<file path="src/hw/rtl/cfu_pkg.sv">
// Shared types, constants and fixed-point helpers for the car-following update unit.
`timescale 1ns / 1ps

package cfu_pkg;

  // Wide signed type that holds every intermediate value exactly.
  typedef logic signed [71:0] wide_t;

  typedef enum logic [1:0] {
    MODE_SAME = 2'd0,
    MODE_NEXT = 2'd1,
    MODE_FREE = 2'd2,
    MODE_STOP = 2'd3
  } mode_t;

  localparam int unsigned CFG_ADDR_W = 3;
  localparam logic [CFG_ADDR_W-1:0] REG_MAX_ACCEL     = 3'd0;
  localparam logic [CFG_ADDR_W-1:0] REG_MIN_GAP       = 3'd1;
  localparam logic [CFG_ADDR_W-1:0] REG_HEADWAY       = 3'd2;
  localparam logic [CFG_ADDR_W-1:0] REG_DESIRED_SPEED = 3'd3;
  localparam logic [CFG_ADDR_W-1:0] REG_TIME_STEP     = 3'd4;
  localparam logic [CFG_ADDR_W-1:0] REG_FREE_SPEED    = 3'd5;
  localparam logic [CFG_ADDR_W-1:0] REG_FREE_POSITION = 3'd6;

  localparam logic signed [31:0] S32_MAX = 32'sh7fff_ffff;
  localparam logic signed [31:0] S32_MIN = 32'sh8000_0000;

  // Divider: one quotient bit per stage plus input, overflow and output stages.
  localparam int unsigned DIV_QBITS = 31;
  localparam int unsigned DIV_LAT   = DIV_QBITS + 3;
  localparam int unsigned KIN_LAT   = 6;

  function automatic logic signed [31:0] sat32(input wide_t x);
    if (x > wide_t'(S32_MAX)) begin
      return S32_MAX;
    end
    if (x < wide_t'(S32_MIN)) begin
      return S32_MIN;
    end
    return x[31:0];
  endfunction

  // Division by 2^f, truncated toward zero.
  function automatic wide_t fx_shr(input wide_t p, input int unsigned f);
    wide_t bias;
    bias = p[71] ? ((wide_t'(1) <<< f) - wide_t'(1)) : '0;
    return (p + bias) >>> f;
  endfunction

endpackage

</file>
<file path="src/hw/rtl/cfu_div.sv">
// Pipelined restoring divider: saturated signed (num * 2^FRAC) / den.
`timescale 1ns / 1ps

module cfu_div #(
  parameter int unsigned NUM_W = 34,
  parameter int unsigned DEN_W = 32,
  parameter int unsigned FRAC  = 16
) (
  input  logic                    clk,
  input  logic                    rst,
  input  logic                    en,
  input  logic                    in_vld,
  input  logic signed [NUM_W-1:0] num,
  input  logic [DEN_W-1:0]        den,
  output logic                    out_vld,
  output logic signed [31:0]      quo
);
  import cfu_pkg::*;

  localparam int unsigned QB = DIV_QBITS;
  localparam int unsigned NW = NUM_W + FRAC;
  localparam int unsigned CW = (NW > DEN_W + QB) ? NW : DEN_W + QB;

  logic [NUM_W-1:0] mag_c;
  logic             p_vld, p_neg, p_zero;
  logic [NW-1:0]    p_mag;
  logic [DEN_W-1:0] p_den;

  logic             it_vld  [QB+1];
  logic             it_neg  [QB+1];
  logic             it_zero [QB+1];
  logic             it_ovf  [QB+1];
  logic [NW-1:0]    it_rem  [QB+1];
  logic [QB-1:0]    it_q    [QB+1];
  logic [DEN_W-1:0] it_den  [QB+1];

  logic signed [31:0] q_signed;

  assign mag_c = num[NUM_W-1] ? NUM_W'(-num) : NUM_W'(num);

  always_ff @(posedge clk) begin
    if (rst) begin
      p_vld     <= 1'b0;
      it_vld[0] <= 1'b0;
    end else if (en) begin
      p_vld     <= in_vld;
      it_vld[0] <= p_vld;
    end
  end

  always_ff @(posedge clk) begin
    if (en) begin
      p_neg  <= num[NUM_W-1];
      p_zero <= (num == '0);
      p_mag  <= {mag_c, {FRAC{1'b0}}};
      p_den  <= den;
      // A quotient of 2^31 or more saturates; a zero divisor lands here too.
      it_ovf[0]  <= CW'(p_mag) >= (CW'(p_den) << QB);
      it_neg[0]  <= p_neg;
      it_zero[0] <= p_zero;
      it_rem[0]  <= p_mag;
      it_q[0]    <= '0;
      it_den[0]  <= p_den;
    end
  end

  for (genvar j = 0; j < QB; j++) begin : g_step
    localparam int unsigned B = QB - 1 - j;
    logic [CW-1:0] shifted;
    logic          ge;
    assign shifted = CW'(it_den[j]) << B;
    assign ge      = CW'(it_rem[j]) >= shifted;

    always_ff @(posedge clk) begin
      if (rst) begin
        it_vld[j+1] <= 1'b0;
      end else if (en) begin
        it_vld[j+1] <= it_vld[j];
      end
    end

    always_ff @(posedge clk) begin
      if (en) begin
        it_rem[j+1]  <= ge ? NW'(CW'(it_rem[j]) - shifted) : it_rem[j];
        it_q[j+1]    <= it_q[j] | (ge ? (QB'(1) << B) : '0);
        it_neg[j+1]  <= it_neg[j];
        it_zero[j+1] <= it_zero[j];
        it_ovf[j+1]  <= it_ovf[j];
        it_den[j+1]  <= it_den[j];
      end
    end
  end

  assign q_signed = signed'({1'b0, it_q[QB]});

  always_ff @(posedge clk) begin
    if (rst) begin
      out_vld <= 1'b0;
    end else if (en) begin
      out_vld <= it_vld[QB];
    end
  end

  always_ff @(posedge clk) begin
    if (en) begin
      if (it_zero[QB]) begin
        quo <= '0;
      end else if (it_ovf[QB]) begin
        quo <= it_neg[QB] ? S32_MIN : S32_MAX;
      end else begin
        quo <= it_neg[QB] ? -q_signed : q_signed;
      end
    end
  end

endmodule

</file>
<file path="config.mk">
export PLATFORM = sky130hd
export DESIGN_NAME = cfu_div
export DESIGN_NICKNAME = d
export VERILOG_FILES = /design/src/hw/rtl/cfu_pkg.sv /design/src/hw/rtl/cfu_div.sv
export SDC_FILE = /design/constraint.sdc
export NUM_CORES = 2
export LEC_CHECK = 0
export BUFFER_PORTS_ARGS = -buffer_cell sky130_fd_sc_hd__clkbuf_2
export CORE_MARGIN = 1.5
export CORE_UTILIZATION = 65
export DETAILED_ROUTE_END_ITERATION = 16
export GPL_ROUTABILITY_DRIVEN = 1
export PLACE_DENSITY = 0.78
export SYNTH_ARGS = -nofsm -noshare
export SYNTH_HDL_FRONTEND = slang
export SYNTH_SLANG_ARGS = --single-unit
</file>
<file path="constraint.sdc">
create_clock -name clk -period 7.65 [get_ports clk]
set_input_delay 1.53 -clock clk [delete_from_list [all_inputs] [get_ports clk]]
set_output_delay 1.53 -clock clk [all_outputs]
set_load 0.05 [all_outputs]
</file>
==> results.toml <==
[route]
routedWlPerCell_um = 22.4
drt_pass1_iterations = 8
ant_nets = 0
drt_iter0_drc = 9666
drc = 0
vias_per_cell = 6.21
num_vias = 101045
wl_mm = 364

[hold_path]
hp-class = "flop to flop"

[power]
power_leakage_nw = 65.6
power_per_cell_area_mw_per_mm2 = 339
ir_drop_mv = 0.402

[yosys]
syn-num-nets = 13849
yosysSeqAreaShare_pct = 57.6
netlist.area_leader.share_pct = 57.6
synth.area.top_cells = "edfxtp_1 (58%), ha_1 (7.8%), xnor2_1 (3.3%), a21oi_1 (3.3%), inv_1 (3.0%)"
synth_common_cells = "edfxtp_1 (2,890), inv_1 (1,207), a21oi_1 (989), ha_1 (934), nand2_1 (913)"
synth_edf_count = 2890
yosysTopAreaCell = "edfxtp_1"
synth-seq-cells = 2892
ys.flop_type = "edfxtp_1"
ys_warn_count = 0
syn_avg_cell_area_um2 = 11.8
synth_most_common_cell = "edfxtp_1"
synthCells = 12815
synth_cell_type_count = 96
ys_async_sr_fraction_pct = 0
netlist_area_mm2 = 0.151

[finish]
final_nets = 14032
final_util_pct = 71.6
drive_above_1_share_pct = 7.53
syn2layout_area_growth_pct = 9.29

[timing]
setup_viol = 0
finalCriticalPeriod_ps = 5240
finalWorstSetupSlack_ps = 2410
fin_tns_setup_ps = 0
hold_ws_ps = 344
slew_headroom_pct = 13.4
period_share_pct = 68.5
hold_violations = 0
fmax_mhz = 191
drv_slew = 0
clock_skew_ps = 99.4
worst_pin_slew_ps = 1290
rsz0062_at_grt = "false"

[global_route]
grt_pass1_wl_mm = 562
grt_overflow = 0
grt_max_degree = 201
antenna_found_initial = 13
first_global_vias = 100859
grt.total_usage_pct = 30.6

[clocking]
cts_buffers = 312
h-tree-depth = 5
cts_setup_buffers = 0
worstSkewPairLatency_ps = 1000
cts_sinks = 2892
clockBufferDepth = 4
clk_pin_slew_ps = 70
post_cts_resized = 0
cts_hold_buf = 0
cts_root_buffer = "clkbuf_16"
cts_tree = "done"

[setup_path]
cpMaxStageDelayCell = "a2111oi_1"
worstPathArrival_ps = 5900
crit_family = "compound AO/OA/AOI/OAI gates"
cp.buffers_inverters = 1
cp_data_required_time_ps = 8310
max_stage_delay_ps = 1020
critPathKind = "flop to flop"
cp_max_fo = 66
start_kind = "flop"
crit_path_cell_trace = "ha_1 > nor2b_1 > o21ai_0 > a21boi_0 > o311ai_1 > a2111oi_1 > o21ai_1 > o21bai_1 > a31o_2 > buf_4 > nand3_1 > or4b_1 > xnor2_1"
endpoint_kind = "flop"

[die]
start_util_pct = 65.5
num_rows = 176
dieArea_mm2 = 0.235
fp.dieH_um = 484
ioPinCount = 103
dieWidth_um = 484
core_area_mm2 = 0.230

[place]
io_buffers = 102
dp_hpwl_mm = 268
gp_congestion = 1.01
dp_slack_ps = 2530

[outcome]
outcome = "complete, no violations"

[run]
drv_cap = 0
metrics by stage:
stage / total power, W / std cells / area (um2)
after CTS: 0.0558 / 16253 / 165000
after global placement: 0.0401 / 15710 / 155000
after global routing: 0.0586 / 16255 / 165000
after detailed placement: 0.0407 / 15710 / 155000
final: 0.0559 / 16264 / 165000
after floorplan: 0.0355 / 12815 / 151000
worst register-to-register path, delay by kind of cell, from the launching register on:
family	cells	cell delay, ps
fa+ha+maj	1	320
simple gates	3	920
buf+inv	1	580
flops	1	430
compound gates	7	2550
xor+xnor	1	140
registers in the layout, indices dropped and copies added (netlist names):
signal	count
out_vld	1
quo	32
p_mag	34
it_vld	32
it_neg	32
it_zero	32
p_vld	1
it_ovf	32
it_den	992
it_q	496
p_den	32
p_zero	1
p_neg	1
it_rem	1174
cells by family after synthesis:
logic type                 count (synthesis)  synth area share [%]
adders and majority gates                964                  8.15
muxes                                    295                  2.19
xor gates and xnor gates                 936                  5.44
AOI/OAI and AO/OA                       3157                  13.0
DFF                                     2892                  57.6
buffers and inverters                   1511                  3.78
and+or+nand+nor                         3060                  9.80
final timing paths:
kind / startpoint / end / slack [ps] / depth (start not counted)
setup / recovery: it_rem[27][4] / it_rem[28][49] / 2410 / 13
hold / removal: it_q[7][8] / it_q[7][39] / 340 / 0
setup reg to reg: it_rem[27][4] / it_rem[28][49] / 2410 / 13
hold reg to reg: it_q[7][8] / it_q[7][39] / 340 / 0
where the power goes:
| group | total (W) | internal [W] | switching (W) |
|---|---|---|---|
| sequential | 0.0228 | 0.0210 | 0.00182 |
| combinational | 0.0181 | 0.00743 | 0.0106 |
| clock | 0.0150 | 0.00884 | 0.00613 |
| total | 0.0559 | 0.0373 | 0.0186 |
layout by cell type (no fill, tap or decap), types with 45 or more instances in the layout:
master     count
ha_1         934
edfxtp_1    2890
a21boi_0      55
or3_1         47
a21o_1       502
a31oi_1       98
o31ai_1       73
nand3_1      201
and2_1        87
a21oi_1      984
o21bai_1     117
nand4_1      155
o21a_1       102
nor2_1       798
and3_1        68
xnor2_1      576
o21ai_0      779
buf_4         57
nor4_1       126
clkinv_1      59
nor2b_1      141
clkbuf_16    316
o211ai_1      46
nand2_1      913
xor2_1       360
clkbuf_1      45
inv_1       1207
clkinv_2      49
clkbuf_2     101
nand2b_1     139
mux2_2       273
a211oi_1      67
nor3_1       171
cell type report:
class	instances	area [um2]
multi-input cells	8412	58300
clock buffers	361	8080
fillers	15329	65400
well taps	3026	3790
clock inverters	182	1960
repair buffers	170	1170
diodes	11	27.5
flip-flops and latches	2892	86800
inverters	1210	4540
per-layer routing:
metal  track usage, %  vias to the layer above  share of wire, %
met1             35.6                    48561                37
li1                 -                    47436                 -
met3             3.74                     1016               5.6
met4             16.2                        6               5.7
met5                0                        -             0.015
met2             55.3                     4026                51
(Power assumes the default switching activity.)
